[src/rtl/tfp_pkg.sv]
// shared constants, codes and frame descriptor type for the touch frame parser
package tfp_pkg;

  localparam int FRAME_LEN  = 26;
  localparam int MAX_POINTS = 5;

  localparam int CNT_W     = 6;
  localparam int COUNT_MAX = 63;
  localparam int PB_FIRST  = 5;
  localparam int PB_COUNT  = 20;

  localparam logic [7:0] HDR_BYTE = 8'hAA;

  localparam logic [1:0] STAT_OK    = 2'd0;
  localparam logic [1:0] STAT_SHORT = 2'd1;
  localparam logic [1:0] STAT_PROTO = 2'd2;
  localparam logic [1:0] STAT_CSUM  = 2'd3;

  localparam int QDEPTH = 2;
  localparam int QPTR_W = (QDEPTH > 1) ? $clog2(QDEPTH) : 1;
  localparam int QCNT_W = $clog2(QDEPTH + 1);

  localparam int IDX_W = 3;

  typedef logic [11:0] coord_t;

  typedef struct packed {
    logic [1:0]                   status;
    logic [2:0]                   count;
    coord_t [MAX_POINTS-1:0]      x;
    coord_t [MAX_POINTS-1:0]      y;
  } frame_desc_t;

endpackage

[src/rtl/touch_frame_parser.sv]
// top level of the touch frame parser: front end, descriptor queue, back end
// takes one byte per cycle; s_tready drops only while the descriptor queue is full
// the checksum byte pushes the descriptor into the queue; from an empty queue the first result is then registered out
// results leave one per cycle while m_tready allows: max(1, point count) results per frame from the back end
// rst is synchronous: clears frame tracking, queue pointers and output valid
module touch_frame_parser (
  input  logic        clk,
  input  logic        rst,
  input  logic        s_tvalid,
  output logic        s_tready,
  input  logic [7:0]  s_tdata,   // [7:0] data_byte
  input  logic        s_tlast,   // end_of_frame
  output logic        m_tvalid,
  input  logic        m_tready,
  output logic [31:0] m_tdata,   // [1:0] status, [4:2] point_count, [7:5] point_index,
                                 // [19:8] point_x, [31:20] point_y
  output logic [0:0]  m_tuser,   // [0] point_valid
  output logic        m_tlast    // last
);
  import tfp_pkg::*;

  frame_desc_t       wr_desc;
  frame_desc_t       head;
  logic              push;
  logic              pop;
  logic              q_empty;
  logic              q_full;
  logic [QCNT_W-1:0] q_count;

  tfp_front u_front (
    .clk      (clk),
    .rst      (rst),
    .s_tvalid (s_tvalid),
    .s_tready (s_tready),
    .s_tdata  (s_tdata),
    .s_tlast  (s_tlast),
    .q_full   (q_full),
    .push     (push),
    .desc     (wr_desc)
  );

  tfp_queue u_queue (
    .clk     (clk),
    .rst     (rst),
    .push    (push),
    .wr_desc (wr_desc),
    .pop     (pop),
    .head    (head),
    .empty   (q_empty),
    .full    (q_full),
    .count   (q_count)
  );

  tfp_back u_back (
    .clk      (clk),
    .rst      (rst),
    .head     (head),
    .q_empty  (q_empty),
    .pop      (pop),
    .m_tvalid (m_tvalid),
    .m_tready (m_tready),
    .m_tdata  (m_tdata),
    .m_tuser  (m_tuser),
    .m_tlast  (m_tlast)
  );

  // a result without a point is always the only one of its frame
  assert property (@(posedge clk) disable iff (rst)
    m_tvalid && !m_tuser[0] |-> m_tlast)
    else $error("point-less result not marked last");

  // point index stays below the reported count
  assert property (@(posedge clk) disable iff (rst)
    m_tvalid && m_tuser[0] |-> (m_tdata[7:5] < m_tdata[4:2]))
    else $error("point index out of range");

  // short or malformed frames never report points
  assert property (@(posedge clk) disable iff (rst)
    m_tvalid && (m_tdata[1:0] == STAT_SHORT || m_tdata[1:0] == STAT_PROTO)
      |-> (m_tdata[4:2] == 3'd0) && !m_tuser[0])
    else $error("points reported on rejected frame");

  // queue occupancy never passes its depth and no push lands on a full queue
  assert property (@(posedge clk) disable iff (rst)
    (q_count <= QCNT_W'(QDEPTH)) && !(push && q_full))
    else $error("descriptor queue overflow");

endmodule

[src/rtl/tfp_front.sv]
// front end: takes report bytes, tracks header/length/xor and point bytes, builds frame descriptor
module tfp_front (
  input  logic                 clk,
  input  logic                 rst,
  input  logic                 s_tvalid,
  output logic                 s_tready,
  input  logic [7:0]           s_tdata,   // data_byte
  input  logic                 s_tlast,   // end_of_frame
  input  logic                 q_full,
  output logic                 push,
  output tfp_pkg::frame_desc_t desc
);
  import tfp_pkg::*;

  logic [CNT_W-1:0] byte_count;
  logic             header_good;
  logic             length_good;
  logic [3:0]       points_nibble;
  logic [7:0]       running_xor;
  logic [7:0]       pb [PB_COUNT];

  logic accept;
  logic too_short;
  logic proto_bad;

  assign s_tready = !q_full;
  assign accept   = s_tvalid && s_tready;
  assign push     = accept && s_tlast;

  always_ff @(posedge clk) begin
    if (rst) begin
      byte_count    <= '0;
      header_good   <= 1'b1;
      length_good   <= 1'b0;
      points_nibble <= '0;
      running_xor   <= '0;
    end else if (accept) begin
      if (s_tlast) begin
        byte_count    <= '0;
        header_good   <= 1'b1;
        length_good   <= 1'b0;
        points_nibble <= '0;
        running_xor   <= '0;
      end else begin
        if ((byte_count == CNT_W'(0) || byte_count == CNT_W'(1)) && s_tdata != HDR_BYTE) begin
          header_good <= 1'b0;
        end
        if (byte_count == CNT_W'(2)) begin
          length_good <= (s_tdata[5:0] == 6'(FRAME_LEN));
        end
        if (byte_count == CNT_W'(3)) begin
          points_nibble <= s_tdata[3:0];
        end
        running_xor <= running_xor ^ s_tdata;
        if (byte_count != CNT_W'(COUNT_MAX)) begin
          byte_count <= byte_count + CNT_W'(1);
        end
      end
    end
  end

  // each point byte register sits at a fixed frame position
  always_ff @(posedge clk) begin
    if (accept && !s_tlast) begin
      for (int k = 0; k < PB_COUNT; k++) begin
        if (byte_count == CNT_W'(PB_FIRST + k)) begin
          pb[k] <= s_tdata;
        end
      end
    end
  end

  assign too_short = (byte_count < CNT_W'(FRAME_LEN - 1));
  assign proto_bad = !header_good || !length_good || (points_nibble > 4'(MAX_POINTS));

  always_comb begin
    desc = '0;
    if (too_short) begin
      desc.status = STAT_SHORT;
    end else if (proto_bad) begin
      desc.status = STAT_PROTO;
    end else begin
      desc.count  = points_nibble[2:0];
      desc.status = (running_xor != s_tdata) ? STAT_CSUM : STAT_OK;
    end
    for (int i = 0; i < MAX_POINTS; i++) begin
      desc.x[i] = {pb[4*i][3:0], pb[4*i+1]};
      desc.y[i] = {pb[4*i+2][3:0], pb[4*i+3]};
    end
  end

endmodule

[src/rtl/tfp_queue.sv]
// short descriptor queue between front and back ends
module tfp_queue (
  input  logic                 clk,
  input  logic                 rst,
  input  logic                 push,
  input  tfp_pkg::frame_desc_t wr_desc,
  input  logic                 pop,
  output tfp_pkg::frame_desc_t head,
  output logic                 empty,
  output logic                 full,
  output logic [tfp_pkg::QCNT_W-1:0] count
);
  import tfp_pkg::*;

  frame_desc_t       entries [QDEPTH];
  logic [QPTR_W-1:0] wr_ptr;
  logic [QPTR_W-1:0] rd_ptr;

  assign empty = (count == QCNT_W'(0));
  assign full  = (count == QCNT_W'(QDEPTH));
  assign head  = entries[rd_ptr];

  always_ff @(posedge clk) begin
    if (push) begin
      entries[wr_ptr] <= wr_desc;
    end
  end

  always_ff @(posedge clk) begin
    if (rst) begin
      wr_ptr <= '0;
      rd_ptr <= '0;
      count  <= '0;
    end else begin
      if (push) begin
        wr_ptr <= (wr_ptr == QPTR_W'(QDEPTH - 1)) ? '0 : wr_ptr + QPTR_W'(1);
      end
      if (pop) begin
        rd_ptr <= (rd_ptr == QPTR_W'(QDEPTH - 1)) ? '0 : rd_ptr + QPTR_W'(1);
      end
      if (push && !pop) begin
        count <= count + QCNT_W'(1);
      end else if (pop && !push) begin
        count <= count - QCNT_W'(1);
      end
    end
  end

endmodule

[src/rtl/tfp_back.sv]
// back end: walks the points of the head descriptor into the output register
module tfp_back (
  input  logic                 clk,
  input  logic                 rst,
  input  tfp_pkg::frame_desc_t head,
  input  logic                 q_empty,
  output logic                 pop,
  output logic                 m_tvalid,
  input  logic                 m_tready,
  output logic [31:0]          m_tdata,   // status, point_count, point_index, point_x, point_y
  output logic [0:0]           m_tuser,   // point_valid
  output logic                 m_tlast    // last
);
  import tfp_pkg::*;

  logic [IDX_W-1:0] idx;
  logic [IDX_W-1:0] final_idx;
  logic             load;
  logic             is_last;
  logic             has_points;
  coord_t           sel_x;
  coord_t           sel_y;

  assign has_points = (head.count != 3'd0);
  assign final_idx  = has_points ? IDX_W'(head.count - 3'd1) : '0;
  assign is_last    = (idx == final_idx);
  assign load       = !q_empty && (!m_tvalid || m_tready);
  assign pop        = load && is_last;

  always_comb begin
    sel_x = '0;
    sel_y = '0;
    if (has_points) begin
      sel_x = head.x[idx];
      sel_y = head.y[idx];
    end
  end

  always_ff @(posedge clk) begin
    if (rst) begin
      m_tvalid <= 1'b0;
      idx      <= '0;
    end else begin
      if (load) begin
        m_tvalid <= 1'b1;
        idx      <= is_last ? '0 : idx + IDX_W'(1);
      end else if (m_tready) begin
        m_tvalid <= 1'b0;
      end
    end
  end

  always_ff @(posedge clk) begin
    if (load) begin
      m_tdata    <= {sel_y, sel_x, 3'(idx), head.count, head.status};
      m_tuser[0] <= has_points;
      m_tlast    <= is_last;
    end
  end

endmodule

[config.mk]
export PLATFORM = sky130hd
export DESIGN_NAME = touch_frame_parser
export DESIGN_NICKNAME = d
export VERILOG_FILES = /design/src/rtl/tfp_pkg.sv /design/src/rtl/touch_frame_parser.sv /design/src/rtl/tfp_front.sv /design/src/rtl/tfp_queue.sv /design/src/rtl/tfp_back.sv
export SDC_FILE = /design/constraint.sdc
export NUM_CORES = 1
export LEC_CHECK = 0
export ABC_AREA = 1
export BUFFER_PORTS_ARGS = -buffer_cell sky130_fd_sc_hd__buf_2
export CAP_MARGIN = 10
export CORE_ASPECT_RATIO = 1.4
export CORE_UTILIZATION = 55
export CTS_BUF_LIST = sky130_fd_sc_hd__clkbuf_8 sky130_fd_sc_hd__clkbuf_16
export DETAILED_ROUTE_END_ITERATION = 10
export GPL_TIMING_DRIVEN = 0
export MAX_ROUTING_LAYER = met4
export PLACE_DENSITY_LB_ADDON = 0.15
export SYNTH_ARGS = -nofsm -noshare
export SYNTH_HDL_FRONTEND = slang
export SYNTH_SLANG_ARGS = --single-unit
[constraint.sdc]
create_clock -name clk -period 7.5 [get_ports clk]
set_input_delay 1.5 -clock clk [delete_from_list [all_inputs] [get_ports clk]]
set_output_delay 1.5 -clock clk [all_outputs]
set_load 0.02 [all_outputs]
-- Word level (Yosys, flattened, before mapping)
Memory sizes are Yosys's and may differ from the RTL's. A register that Yosys moved wholly into a read port is not among the register bits.
Index checks and enable logic that the tools add are counted.
- multiplexer cells: 147
- reduce and logical (&&, ||, !) cells: 52
- $mul: 0
- equality and inequality tests: 29
- shift-type cells: 0
- $lt $le $gt $ge: 3
- bitwise logic cells: 1
- divide/modulo/power cells: 0
- add/sub/neg operators: 7
- operators by type and width (cell ; number):
    $mux 8 ; 20
    $reduce_or 8->1 ; 19
    $mux 5 ; 19
    $mux 1 ; 91
    $bmux 12 s3 ; 2
    $eq 6x5->1 const B ; 10
    $eq 6x4->1 const B ; 8
    $mux 12 ; 2
    $eq 6x3->1 const B ; 3
    $eq 6x2->1 const B ; 2
    $mux 3 ; 4
    $mux 6 ; 2
    $reduce_bool 2->1 ; 6
    $mux 2 ; 5
    $logic_and 1x1->1 ; 8
    $logic_not 1->1 ; 8
    $mux 4 ; 2
    $ne 8x8->1 ; 1
    $ne 8x8->1 const B ; 1
    $reduce_and 2->1 ; 4
    $xor 8x8->8 ; 1
    $add 6x1->6 const B ; 1
    $eq 6x1->1 const B ; 1
    $logic_not 6->1 ; 1
    other kinds (14) ; 18
- bits in latches: 0
- memory bits (read-only): 0
- bits in registers: 62
- logic and storage cells: 255
- output and inout port bits: 36
- RAM bits: 410
- memories kept: 2
- input bits: 13
- memories (memory ; depth ; width ; read ports ; clocked after memory_dff ; write ports ; RTL line ; text):
    u_queue.entries ; 2 ; 125 ; 1 ; 1 ; 1 ; tfp_queue.sv:15 ; frame_desc_t entries [QDEPTH];
    u_front.pb ; 20 ; 8 ; 20 ; 0 ; 1 ; tfp_front.sv:20 ; logic [7:0] pb [PB_COUNT];

-- Depth between registers and ports, before layout
- word-level depth: 26
- depth in mapped cells: 15
- depth with buffers taken out: 14

-- Cells and area by module
A second synthesis with hierarchy kept.
- cell total of the unflattened synthesis: 1107
- area, all modules: 17016.3 um^2
- by module, submodules not included (module ; times used ; area each (um^2) ; cells an instance):
    tfp_queue ; 1 ; 9442.8 ; 422
    tfp_front ; 1 ; 5067.4 ; 363
    tfp_back ; 1 ; 2506.2 ; 322

-- Least setup slack after synthesis
Ideal clock, no wire load.
- path type: input port to flip-flop
- start point: in s_tvalid
- end point: mem u_queue.entries[0][0] in the netlist's numbering, enable pin
- path slack: -0.280 ns
- stages: 5
- required time: 6.890 ns
- setup time: 0.610 ns
- path buffers: 1
- arrival: 7.170 ns
- cell sequence: nand2_1 > buf_4 > nor2_2 > inv_1 > nor2_1
- longest elaborated chain between the ends: 4
- ends and longest elaborated chain (element ; RTL line ; text):
    start: declaration ; touch_frame_parser.sv:9 ; input logic s_tvalid,
    $logic_and 1x1->1 ; tfp_front.sv:27 ; assign accept = s_tvalid && s_tready;
    $logic_and 1x1->1 ; tfp_front.sv:28 ; assign push = accept && s_tlast;
    net push ; touch_frame_parser.sv:24 ; logic push;
    $mux 1 ; tfp_queue.sv:24 ; if (push) begin
    $mux 1 (implied by the code) ; tfp_queue.sv:25 ; entries[wr_ptr] <= wr_desc;
    end: declaration ; tfp_queue.sv:15 ;
The timed path passes the listed nets, and every way through them passes these cells.

-- Final worst setup path
- start point: in s_tvalid
- end point: mem u_queue.entries[1][76] in the netlist's numbering, enable pin
The elaborated chain is that of the path after synthesis.

==> out/qor.yml <==
status: "finished, final reports clean"
synth.distinct_cells: 40
p_sw_mw: 1.96
design.die.area_um2: 30000
grtUsageTotal_pct: 26.9
antenna_cells: 0
r2r_end: "u_queue.entries[1][76]"
slowest_delay_ps: 510
clk_pin_slew_ps: 60
relSlewSlack_pct: 31.4
post-synth-top-area-cell: "edfxtp_1"
synthTopCellsByArea: "edfxtp_1, nand2_1, dfxtp_1"
fin_total_pwr_mw: 6.25
end_kind: "flip-flop"
setup_tns_ps: 0
grt_pass1_vias: 9576
yosysWarnings: 0
crit_end: "u_queue.entries[1][76]"
grt_pass1_wl_um: 56500
ys.flop_type: "edfxtp_1"
reg2regPathDepth: 10
clock_path_buffers: 3
path_cells: "buf_2, nand2_1, buf_4, nor2_2, inv_1, nor2_4, buf_12, buf_12, buf_12"
post-route-period-util_pct: 44.2
finalSetupViolations: 0
ant_nets: 0
placed_area_um2: 17100
nFillCells: 2098
drv_cap: 0
wl_um: 38200
hold_path_class: "reg -> reg"
via_per_inst: 5.90
stdcell_area_um2: 18300
synthSimpleGateAreaFrac_pct: 9.38
vdd_ir_drop_max_uv: 224
cts_setup_buffers: 0
dp_hpwl_um: 24800
cp.required_ps: 7730
rsz0062_at_grt: "no"
fin_nets: 1241
grt_overflow: 0
drv_slew: 0
leakagePower_nw: 6.26
cts_sinks: 433
tightestPinTransition_ps: 1020
worstSetupStartpointType: "input pin"
intPower_mw: 4.29
post_cts_resized: 0
drive_gt1_share_pct: 14.0
fmax_ghz: 0.302
cts_root_buf: "clkbuf_16"
avgSynthCellArea_um2: 14.4
io_pins: 49
switching_share_pct: 31.3
clk_latency_ps: 540
synth_most_common_cell: "edfxtp_1"
coreArea_um2: 28600
synthTopCellsByCount: "edfxtp_1, nand2_1, nor2_1"
die_w_um: 147
seqPwrFrac_pct: 47.1
synth_area_um2: 16100
ys_seq_elements: 433
postCtsHoldBufs: 0
vias: 9601
syn_inst: 1116
post_drt_wl_per_cell_um: 23.5
crit_type: "in -> reg"
numCtsBuffers: 40
finalHoldViolations: 0
synth_edf_count: 404
finalCriticalPeriod_ps: 3310
cts_tree: "built"
die_height_um: 204
synthXorXnorAreaFrac_pct: 0.490
ys_seq_area_share_pct: 79.0
synth_top_family_by_area: "simple AND/OR/NAND/NOR gates"
cellPowerDensity_nw_per_um2: 342
cp_common_cell: "buf_12"
rrSetupSlack_ps: 4750
portBuffers: 47
drt-initial-drc-count: 1044
arrival_ps: 3540
skew_ps: 15.7
pwr-share-clk_pct: 29.9
synth-async-reset-ratio_pct: 0
rows: 73
initial_core_util_pct: 56.3
worst_path_max_delay_cell: "nor2_4"
critPathLaunch: "s_tvalid"
gp_congestion: 0.884
crit_path_max_fanout: 30
synth-adder-area-share_pct: 0.544
route.detailed.drc: 0
antenna_found_initial: 0
drt-pass1-iter-count: 5
synth_top_area_share_pct: 75.4
comb_power_share_pct: 23.0
cts_max_level: 2
grt_max_degree: 31
yosys-mux-area-fraction_pct: 0
rr_startpoint: "u_queue.count[0]"
whs_ps: 437
synth_compound_area_share_pct: 8.04
area_delta_synth_final_pct: 13.7
syn_nets: 1136
[power by group through the flow]
| stage | clock, mW | combinational (mW) | sequential, mW |
|---|---|---|---|
| 2_1_floorplan | 0 | 0.710 | 3.14 |
| 3_3_place_gp | 0 | 1.36 | 3.04 |
| 3_5_place_dp | 0 | 1.42 | 3.00 |
| 4_1_cts | 1.89 | 1.43 | 2.95 |
| 5_1_grt | 1.98 | 1.54 | 2.96 |
| 6_report | 1.87 | 1.44 | 2.95 |
[cells by family (layout without fill, tap and decap cells)]
group	after synthesis	after routing
flip-flops	433	433
adder cells (fa/ha/maj)	7	7
AND/OR/NAND/NOR	359	359
buffers and inverters	92	227
XOR/XNOR	9	9
AO/OA/AOI/OAI	216	216
[layout by cell type, fill, tap and decap left out, drive strengths merged, types with 7 or more instances in the layout]
cell type,n
ha,7
nand2,166
nand3,27
o211ai,8
a21oi,40
nor2,136
clkbuf,67
inv,45
nor3,14
o22ai,8
dfxtp,29
clkinv,22
o21ai,108
buf,93
nor4,8
o221ai,40
xor2,9
edfxtp,404
a22oi,8
[sequential cells by signal, indices dropped and copies added (netlist names), 2 cells and up, named ones only]
signal / cells
u_back.idx: 3
u_back.m_tdata: 32
u_front.byte_count: 6
u_front.pb: 120
u_front.points_nibble: 4
u_front.running_xor: 8
u_queue.count: 2
u_queue.entries: 250
[per-layer routing]
layer,track usage [%],vias to the layer above,wire (um)
li1,-,4325,-
met1,32.7,4771,14800
met2,45.0,407,19300
met3,3.21,98,2280
met4,13.0,0,1700
met5,-,-,0
[worst min path at each step]
stage,startpoint,end,slack [ps],cells past startpoint
5_1_grt,u_front.pb[3][0],u_queue.entries[0][104],450,0
3_5_place_dp,u_front.pb[3][0],u_queue.entries[1][104],430,0
4_1_cts,u_front.pb[1][15],u_queue.entries[0][79],440,0
6_report,u_front.pb[3][0],u_queue.entries[1][104],440,0
2_1_floorplan,u_front.pb[0][24],u_queue.entries[0][0],420,0
3_3_place_gp,u_front.pb[2][24],u_queue.entries[0][24],420,0
[per-stage QoR]
step                utilization (%)  std cells  setup WS (ps)
detailed placement             59.8       1554           3600
CTS                            64.0       1626           4150
global route                   64.0       1626           4020
floorplan                         -       1116           -280
global placement               58.8       1538          -3710
finish                         64.0       1626           4190
[area by class of cell]
cell class                 instances  area, um2  share of cell area (%)
sequential                       433      12700                    69.5
multi-input combinational        591       3030                    16.6
clock buffer                      44       1060                    5.77
timing repair buffer              63        470                    2.57
tap                              375        469                    2.56
buffer                            53        260                    1.42
inverter                          39        151                   0.827
clock inverter                    28        146                   0.800
[worst max-delay path, delay by kind of cell]
family	cells	cell delay [ps]
buffers and inverters	6	1200
and+or+nand+nor	3	790
(Power assumes the default switching activity.)
